### src/hw/rtl/u8u16_pkg.sv
package u8u16_pkg;

  typedef struct packed {
    logic [7:0] data_byte;
    logic       string_end;
  } in_item_t;

  typedef struct packed {
    logic [15:0] code_unit;
    logic        last_of_item;
    logic        last_of_string;
  } out_item_t;

  // One decoded byte as it travels from the front to the back: one or two units.
  typedef struct packed {
    logic [15:0] unit0;
    logic [15:0] unit1;
    logic        two;
    logic        string_end;
  } entry_t;

  localparam logic [15:0] REPL_CHAR      = 16'hFFFD;
  localparam logic [20:0] MAX_CODE_POINT = 21'h10FFFF;
  localparam logic [20:0] BMP_LAST       = 21'h00FFFF;
  localparam logic [20:0] SURR_FIRST     = 21'h00D800;
  localparam logic [20:0] SURR_LAST      = 21'h00DFFF;
  localparam logic [20:0] SUPPL_BASE     = 21'h010000;
  localparam logic [15:0] HIGH_SURR_BASE = 16'hD800;
  localparam logic [15:0] LOW_SURR_BASE  = 16'hDC00;
  localparam logic [20:0] MIN_TWO_BYTE   = 21'd128;
  localparam logic [20:0] MIN_THREE_BYTE = 21'd2048;
  localparam logic [20:0] MIN_FOUR_BYTE  = 21'd65536;
  localparam logic [7:0]  CONT_TOP_MASK  = 8'hC0;
  localparam logic [7:0]  CONT_TOP_BITS  = 8'h80;

  localparam logic [2:0] LEN_NONE  = 3'd0;
  localparam logic [2:0] LEN_TWO   = 3'd2;
  localparam logic [2:0] LEN_THREE = 3'd3;
  localparam logic [2:0] LEN_FOUR  = 3'd4;

endpackage

### src/hw/rtl/u8u16_front.sv
module u8u16_front (
  input  logic                clk,
  input  logic                rst_n,
  input  logic                accept,
  input  u8u16_pkg::in_item_t in_item,
  output logic                push,
  output u8u16_pkg::entry_t   entry
);
  import u8u16_pkg::*;

  logic [2:0]  seq_len_r, seq_len_nxt;
  logic [1:0]  need_r, need_nxt;
  logic [20:0] pcp_r, pcp_nxt;

  logic [7:0]  b;
  logic        at_end;
  logic        lead_emit;
  logic [15:0] lead_unit;
  logic [2:0]  lead_len;
  logic [20:0] lead_pcp;

  logic [2:0]  s_len;
  logic [1:0]  s_need;
  logic [20:0] s_pcp;
  logic [1:0]  cnt;
  logic [15:0] u0, u1;
  logic [20:0] cp_cat;
  logic [1:0]  need_dec;
  logic [20:0] cp_min;
  logic [19:0] v;

  assign b      = in_item.data_byte;
  assign at_end = in_item.string_end;

  // Lead byte handling, shared by the idle case and the interrupted-sequence case.
  always_comb begin
    lead_emit = 1'b0;
    lead_unit = REPL_CHAR;
    lead_len  = LEN_NONE;
    lead_pcp  = '0;
    if (!b[7]) begin
      lead_emit = 1'b1;
      lead_unit = {8'h00, b};
    end else if (at_end) begin
      lead_emit = 1'b1;
    end else if (b[7:5] == 3'b110) begin
      lead_len = LEN_TWO;
      lead_pcp = {16'h0000, b[4:0]};
    end else if (b[7:4] == 4'b1110) begin
      lead_len = LEN_THREE;
      lead_pcp = {17'h00000, b[3:0]};
    end else if (b[7:3] == 5'b11110) begin
      lead_len = LEN_FOUR;
      lead_pcp = {18'h00000, b[2:0]};
    end else begin
      lead_emit = 1'b1;
    end
  end

  assign cp_cat   = {pcp_r[14:0], b[5:0]};
  assign need_dec = need_r - 2'd1;
  assign v        = cp_cat[19:0] - SUPPL_BASE[19:0];

  always_comb begin
    case (seq_len_r)
      LEN_TWO:   cp_min = MIN_TWO_BYTE;
      LEN_THREE: cp_min = MIN_THREE_BYTE;
      default:   cp_min = MIN_FOUR_BYTE;
    endcase
  end

  always_comb begin
    s_len  = seq_len_r;
    s_need = need_r;
    s_pcp  = pcp_r;
    cnt    = 2'd0;
    u0     = REPL_CHAR;
    u1     = REPL_CHAR;
    if (seq_len_r == LEN_NONE) begin
      if (lead_emit) begin
        cnt = 2'd1;
        u0  = lead_unit;
      end else begin
        s_len  = lead_len;
        s_need = 2'(lead_len - 3'd1);
        s_pcp  = lead_pcp;
      end
    end else if ((b & CONT_TOP_MASK) == CONT_TOP_BITS) begin
      if (need_dec == 2'd0) begin
        s_len  = LEN_NONE;
        s_need = '0;
        s_pcp  = '0;
        if (cp_cat < cp_min || cp_cat > MAX_CODE_POINT ||
            (cp_cat >= SURR_FIRST && cp_cat <= SURR_LAST)) begin
          cnt = 2'd1;
        end else if (cp_cat <= BMP_LAST) begin
          cnt = 2'd1;
          u0  = cp_cat[15:0];
        end else begin
          cnt = 2'd2;
          u0  = HIGH_SURR_BASE + {6'd0, v[19:10]};
          u1  = LOW_SURR_BASE + {6'd0, v[9:0]};
        end
      end else if (at_end) begin
        s_len  = LEN_NONE;
        s_need = '0;
        s_pcp  = '0;
        cnt    = 2'd1;
      end else begin
        s_pcp  = cp_cat;
        s_need = need_dec;
      end
    end else begin
      // The sequence is broken off; the same byte then starts over as a lead.
      s_len  = LEN_NONE;
      s_need = '0;
      s_pcp  = '0;
      if (lead_emit) begin
        cnt = 2'd2;
        u1  = lead_unit;
      end else begin
        cnt    = 2'd1;
        s_len  = lead_len;
        s_need = 2'(lead_len - 3'd1);
        s_pcp  = lead_pcp;
      end
    end
  end

  assign seq_len_nxt = accept ? s_len  : seq_len_r;
  assign need_nxt    = accept ? s_need : need_r;
  assign pcp_nxt     = accept ? s_pcp  : pcp_r;

  always_ff @(posedge clk) begin
    if (!rst_n) begin
      seq_len_r <= LEN_NONE;
      need_r    <= '0;
      pcp_r     <= '0;
    end else begin
      seq_len_r <= seq_len_nxt;
      need_r    <= need_nxt;
      pcp_r     <= pcp_nxt;
    end
  end

  assign push             = accept && (cnt != 2'd0);
  assign entry.unit0      = u0;
  assign entry.unit1      = u1;
  assign entry.two        = (cnt == 2'd2);
  assign entry.string_end = at_end;

endmodule

### src/hw/rtl/u8u16_queue.sv
module u8u16_queue #(
  parameter int DEPTH = 4
) (
  input  logic              clk,
  input  logic              rst_n,
  input  logic              push,
  input  u8u16_pkg::entry_t wr_entry,
  output logic              full,
  input  logic              pop,
  output u8u16_pkg::entry_t rd_entry,
  output logic              empty
);
  import u8u16_pkg::*;

  localparam int PW = (DEPTH > 1) ? $clog2(DEPTH) : 1;
  localparam int CW = $clog2(DEPTH + 1);
  localparam logic [PW-1:0] LAST_PTR = PW'(DEPTH - 1);
  localparam logic [CW-1:0] FULL_CNT = CW'(DEPTH);

  entry_t          mem_r [DEPTH];
  logic [PW-1:0]   wr_ptr_r, wr_ptr_nxt;
  logic [PW-1:0]   rd_ptr_r, rd_ptr_nxt;
  logic [CW-1:0]   cnt_r, cnt_nxt;

  assign full     = (cnt_r == FULL_CNT);
  assign empty    = (cnt_r == '0);
  assign rd_entry = mem_r[rd_ptr_r];

  always_comb begin
    wr_ptr_nxt = wr_ptr_r;
    rd_ptr_nxt = rd_ptr_r;
    cnt_nxt    = cnt_r;
    if (push) begin
      wr_ptr_nxt = (wr_ptr_r == LAST_PTR) ? '0 : wr_ptr_r + PW'(1);
    end
    if (pop) begin
      rd_ptr_nxt = (rd_ptr_r == LAST_PTR) ? '0 : rd_ptr_r + PW'(1);
    end
    if (push && !pop) begin
      cnt_nxt = cnt_r + CW'(1);
    end else if (pop && !push) begin
      cnt_nxt = cnt_r - CW'(1);
    end
  end

  always_ff @(posedge clk) begin
    if (!rst_n) begin
      wr_ptr_r <= '0;
      rd_ptr_r <= '0;
      cnt_r    <= '0;
    end else begin
      wr_ptr_r <= wr_ptr_nxt;
      rd_ptr_r <= rd_ptr_nxt;
      cnt_r    <= cnt_nxt;
    end
  end

  always_ff @(posedge clk) begin
    if (push) begin
      mem_r[wr_ptr_r] <= wr_entry;
    end
  end

endmodule

### src/hw/rtl/u8u16_back.sv
module u8u16_back (
  input  logic                 clk,
  input  logic                 rst_n,
  input  u8u16_pkg::entry_t    head,
  input  logic                 head_valid,
  output logic                 head_pop,
  output logic                 out_empty,
  input  logic                 out_pop,
  output u8u16_pkg::out_item_t out_item
);
  import u8u16_pkg::*;

  logic      second_r, second_nxt;
  logic      valid_r, valid_nxt;
  out_item_t item_r, item_nxt;
  logic      slot_free;
  logic      take;
  logic      is_last;

  assign slot_free = !valid_r || out_pop;
  assign take      = head_valid && slot_free;
  assign is_last   = second_r || !head.two;
  assign head_pop  = take && is_last;

  always_comb begin
    second_nxt = second_r;
    valid_nxt  = valid_r;
    item_nxt   = item_r;
    if (take) begin
      valid_nxt               = 1'b1;
      item_nxt.code_unit      = second_r ? head.unit1 : head.unit0;
      item_nxt.last_of_item   = is_last;
      item_nxt.last_of_string = is_last && head.string_end;
      second_nxt              = !is_last;
    end else if (out_pop) begin
      valid_nxt = 1'b0;
    end
  end

  always_ff @(posedge clk) begin
    if (!rst_n) begin
      second_r <= 1'b0;
      valid_r  <= 1'b0;
    end else begin
      second_r <= second_nxt;
      valid_r  <= valid_nxt;
    end
  end

  always_ff @(posedge clk) begin
    item_r <= item_nxt;
  end

  assign out_empty = !valid_r;
  assign out_item  = item_r;

endmodule

### src/hw/rtl/utf8_to_utf16_transcoder_unit.sv
// A byte accepted at a clock edge is decoded combinationally into the queue at that
// edge; its first code unit then moves from the queue head into the output register
// once that register is free. Throughput: one byte per cycle in while in_full is low,
// one code unit per cycle out while out_pop is high; a byte that makes a surrogate
// pair or a replacement plus a character gives two code units.
// Reset (synchronous, rst_n low): no sequence open, queue empty, no result waiting.
module utf8_to_utf16_transcoder_unit #(
  parameter int QUEUE_DEPTH = 4
) (
  input  logic                 clk,
  input  logic                 rst_n,
  input  logic                 in_push,
  output logic                 in_full,
  input  u8u16_pkg::in_item_t  in_item,
  output logic                 out_empty,
  input  logic                 out_pop,
  output u8u16_pkg::out_item_t out_item
);
  import u8u16_pkg::*;

  logic   accept;
  logic   q_push, q_full, q_pop, q_empty;
  entry_t q_wr, q_rd;

  assign in_full = q_full;
  assign accept  = in_push && !q_full;

  u8u16_front u_front (
    .clk     (clk),
    .rst_n   (rst_n),
    .accept  (accept),
    .in_item (in_item),
    .push    (q_push),
    .entry   (q_wr)
  );

  u8u16_queue #(
    .DEPTH (QUEUE_DEPTH)
  ) u_queue (
    .clk      (clk),
    .rst_n    (rst_n),
    .push     (q_push),
    .wr_entry (q_wr),
    .full     (q_full),
    .pop      (q_pop),
    .rd_entry (q_rd),
    .empty    (q_empty)
  );

  u8u16_back u_back (
    .clk        (clk),
    .rst_n      (rst_n),
    .head       (q_rd),
    .head_valid (!q_empty),
    .head_pop   (q_pop),
    .out_empty  (out_empty),
    .out_pop    (out_pop),
    .out_item   (out_item)
  );

  a_no_push_when_full: assert property (@(posedge clk) disable iff (!rst_n)
    q_full |-> !q_push)
    else $error("front pushed into a full queue");

  a_no_pop_when_empty: assert property (@(posedge clk) disable iff (!rst_n)
    q_pop |-> !q_empty)
    else $error("back popped an empty queue");

  a_string_end_closes_item: assert property (@(posedge clk) disable iff (!rst_n)
    (!out_empty && out_item.last_of_string) |-> out_item.last_of_item)
    else $error("last_of_string without last_of_item");

endmodule
### config.mk
export PLATFORM = sky130hd
export DESIGN_NAME = utf8_to_utf16_transcoder_unit
export DESIGN_NICKNAME = d
export VERILOG_FILES = /design/src/hw/rtl/u8u16_pkg.sv /design/src/hw/rtl/u8u16_front.sv /design/src/hw/rtl/u8u16_queue.sv /design/src/hw/rtl/u8u16_back.sv /design/src/hw/rtl/utf8_to_utf16_transcoder_unit.sv
export SDC_FILE = /design/constraint.sdc
export NUM_CORES = 1
export LEC_CHECK = 0
export BUFFER_PORTS_ARGS = -buffer_cell sky130_fd_sc_hd__buf_2
export CELL_PAD_IN_SITES_DETAIL_PLACEMENT = 2
export CELL_PAD_IN_SITES_GLOBAL_PLACEMENT = 2
export CORE_ASPECT_RATIO = 1.1
export CORE_MARGIN = 4
export CORE_UTILIZATION = 41
export CTS_CLUSTER_SIZE = 8
export DETAILED_ROUTE_END_ITERATION = 16
export PLACE_DENSITY_LB_ADDON = 0.1
export SLEW_MARGIN = 20
export SYNTH_ARGS = -nofsm -noshare
export SYNTH_HDL_FRONTEND = slang
export SYNTH_SLANG_ARGS = --single-unit
export TNS_END_PERCENT = 50
### constraint.sdc
create_clock -name clk -period 3.2 [get_ports clk]
set_clock_uncertainty 0.2 [all_clocks]
set_input_delay 0.32 -clock clk [delete_from_list [all_inputs] [get_ports clk]]
set_output_delay 0.32 -clock clk [all_outputs]
set_load 0.005 [all_outputs]
==> impl_results.md <==
- Status: complete, no violations
- RSZ-0062 raised after global routing: yes
- Post-Syn Area: roughly 0.0072 mm2
- Critical Path Max Stage Delay: about 370 ps
- Vias in the first global route: around 4800
- Synth cell types: 56
- Ys flop type: edfxtp_1
- Synth area leader: edfxtp_1
- Final worst-path cycle share: approximately 93%
- Most instantiated cells after synthesis: 138 x edfxtp_1, 31 x dfxtp_1, 30 x mux4_2
- Final nets: around 560
- Routed WL: ~19 mm
- Clock root buffer: clkbuf_16
- Initial antenna violation count: 0
- Die height: 147 um
- Crit start category: register
- Drt drc: 0
- Max Clk Rate: 336 MHz
- Setup violators final: 0
- #FFs+latches synth: about 170
- Leak pwr: 0.00288 uW
- Clk buf depth: 2
- Worst-Margin Slew: around 650 ps
- FILL cells: 1606
- 1st-pass router iterations: 4
- IO Pins: 33
- Critical Path RT: 3350 ps
- Sw Pwr: 1680 uW
- Clock power share: roughly a third
- Ranking of synthesized cells by area: edfxtp_1 58%, mux4_2 9.4%, dfxtp_1 8.7%
- Slew headroom: ~56%
- Power density over the cells: approximately 750 mW/mm2
- Met1 Resource Use GR: approximately 26%
- RePlAce Congestion: about 0.80
- H-Tree Depth: 4
- Vias per inst: 5.45
- Die ar.: ~0.020 mm2
- Clock Sinks: 169
- Final Hold Fails: 0
- Initial DRC Count: roughly 220
- Crit path to: u_queue.cnt_r[2]$_SDFFE_PN0P_
- Antenna-violating nets left: 0
- HP Class: in -> reg
- Reg2reg path depth: 10
- Post-synth EDFFs: roughly 140
- Row count: 50
- Hold path depth: 4
- Dpl cell area: between 0.007 and 0.008 mm2
- FFs w/ async S/R, synth: 0%
- Reg2reg setup slack: ~230 ps
- Most common cell in the netlist: edfxtp_1
- Core area: roughly 0.017 mm2
- Critical-path cell list: buf_4, nor3_2, nor4b_1, a211oi_2, ha_1, inv_1, fa_1, xor2_1, or3_1, a21boi_0
- Die Wd: 134 um
- Sequential-to-total area share from yosys stat: 66.4%
- Max cap viols: 0
- Starting Density: approximately two fifths
- Post-synthesis net count: 487
- Post-CTS Setup Bufs: 0
- Worst reg2reg startpoint: u_front.seq_len_r[0]$_SDFFE_PN0P_
- Worst skew pair latency: approximately 430 ps
- Worst Setup SP: u_front.seq_len_r[0]$_SDFFE_PN0P_
- Setup ws final: roughly 230 ps
- GR met2 Demand/Resource: between 30% and 40%
- Switching share of total power: between 20% and 30%
- Final Cell Area: around 0.0085 mm2
- Worst vdd ir: approximately 0.00033 V
- Critical path type: reg -> reg
- CP max FO: 5
- Syn avg cell area: between 15 and 20 um2
- CTS tree: done
- Instance count of the mapped netlist: 462
- Reg power frac: 44.7%
- All-Layer GR Usage: between 20% and 30%
- Port Buffers: 32
- DP Wirelength: about 13 mm
- Num CTS Buffers: 17
- Max-slew violations: 0
- Critical path arrival: roughly 3100 ps
- Critical Path Sink Type: register
- Area grow syn2layout: 18.0%
- Gr busiest metal: met2
- P_int: about 4600 uW
- Total grt overflow: 0
- Register clock-pin slew on the reported worst setup and hold paths: ~70 ps
- Layout cells sized above 1: 28.1%
- Total number of vias: between 4000 and 5000
- Largest net degree at the start of global routing: 30
- First-pass GRT wire length: roughly 30 mm
- Wirelength per Cell: between 20 and 25 um
- Met3 usage: 3.77%
- Slowest stage cell, crit path: nor3_2
- DP Worst Slack: 131 ps
- N_diodes: 0
- Gate power share: approximately 22%
- Worst reg2reg path endpoint: u_queue.cnt_r[2]$_SDFFE_PN0P_
- Yosys top cell area share: 57.8%
- Synth warn: 0
- Final min period: just under 3000 ps
state kept, by name (all words and copies together) (netlist names), named ones only:
| name | cells |
|---|---|
| u_back.out_item | 18 |
| u_front.seq_len_r | 3 |
| u_back.valid_r | 1 |
| u_front.pcp_r | 15 |
| u_queue.rd_ptr_r | 2 |
| u_queue.wr_ptr_r | 2 |
| u_queue.cnt_r | 3 |
| u_back.second_r | 1 |
| u_queue.mem_r | 120 |
| u_front.need_r | 2 |
stage by stage:
| step | power [uW] | setup TNS [ps] | instances | hold WS, ps | util [%] |
|---|---|---|---|---|---|
| after floorplan | 3730 | 0 | 462 | 219 | - |
| after global placement | 4160 | 0 | 745 | 276 | 45.8 |
| after detailed placement | 4270 | 0 | 745 | 304 | 45.8 |
| after CTS | 6440 | 0 | 778 | 60.4 | 49.5 |
| after global routing | 6660 | -411 | 778 | 93.9 | 49.5 |
| final | 6330 | 0 | 778 | 75.1 | 49.5 |
worst min path at each step:
stage | start | slack, ps | end
final | in_item[4] | 80 | u_front.seq_len_r[2]$_SDFFE_PN0P_
after global routing | in_item[3] | 90 | u_front.pcp_r[2]$_SDFFE_PN0P_
after CTS | in_item[3] | 60 | u_front.pcp_r[2]$_SDFFE_PN0P_
after detailed placement | u_front.need_r[1]$_SDFFE_PN0P_ | 300 | u_front.need_r[1]$_SDFFE_PN0P_
after global placement | u_back.valid_r$_SDFFE_PN0P_ | 280 | u_back.valid_r$_SDFFE_PN0P_
after floorplan | in_item[0] | 220 | u_queue.mem_r[0][0]$_DFFE_PP_
power groups by stage:
| stage | registers, uW | logic [uW] | clock network (uW) |
|---|---|---|---|
| 5_1_grt | 2850 | 1530 | 2280 |
| 3_5_place_dp | 2870 | 1400 | 0 |
| 3_3_place_gp | 2850 | 1320 | 0 |
| 2_1_floorplan | 2870 | 864 | 0 |
| 6_report | 2830 | 1380 | 2130 |
| 4_1_cts | 2830 | 1430 | 2180 |
cell type report:
class / instances / area, um2 / share of cell area [%]
Clock buffer: 18 / 429 / 5.07
Clock inverter: 13 / 179 / 2.12
Inverter: 26 / 97.6 / 1.15
Multi-Input combinational cell: 253 / 2270 / 26.8
Sequential cell: 169 / 4770 / 56.3
Tap cell: 234 / 293 / 3.46
Timing Repair Buffer: 65 / 425 / 5.03
cells in the final DEF, fill, tap and decap left out, drive strengths merged, types with 16 or more instances in the layout:
cell type  instances
edfxtp           138
buf               63
dfxtp             31
mux4              30
inv               26
nand2             25
nor2b             24
clkbuf            18
nor2              16
logic make-up (layout without fill, tap and decap cells):
family	Yosys count	in the layout	share of synthesized area, %
XOR/XNOR	3	3	0.366
multiplexers	53	53	12.9
adder cells (fa/ha/maj)	12	12	2.20
flip-flops	169	169	66.4
AND/OR/NAND/NOR	114	114	8.85
AO/OA/AOI/OAI	71	71	7.10
buffers and inverters	40	122	2.13
critical path, delay by kind of cell, from the launching register on:
family                     cells  cell delay, ps
adders and majority gates      2             630
xor gates and xnor gates       1             190
buffers and inverters          2             220
and+or+nand+nor                3             830
DFF                            1             330
AOI/OAI and AO/OA              2             490
metal layers:
layer	part of all wire [%]	vias to the layer above	wire, um
met2	53	73	10100
met1	42	2241	7850
met3	3.6	16	679
met4	1.5	0	277
li1	-	1908	-
met5	0	-	0
repair_timing:
action,CTS,global route
setup endpoints to repair,0,21
hold endpoints to repair,5,0
hold buffers,2,0
resized for setup,0,2
Note: power is estimated with default switching activity, not from simulation.
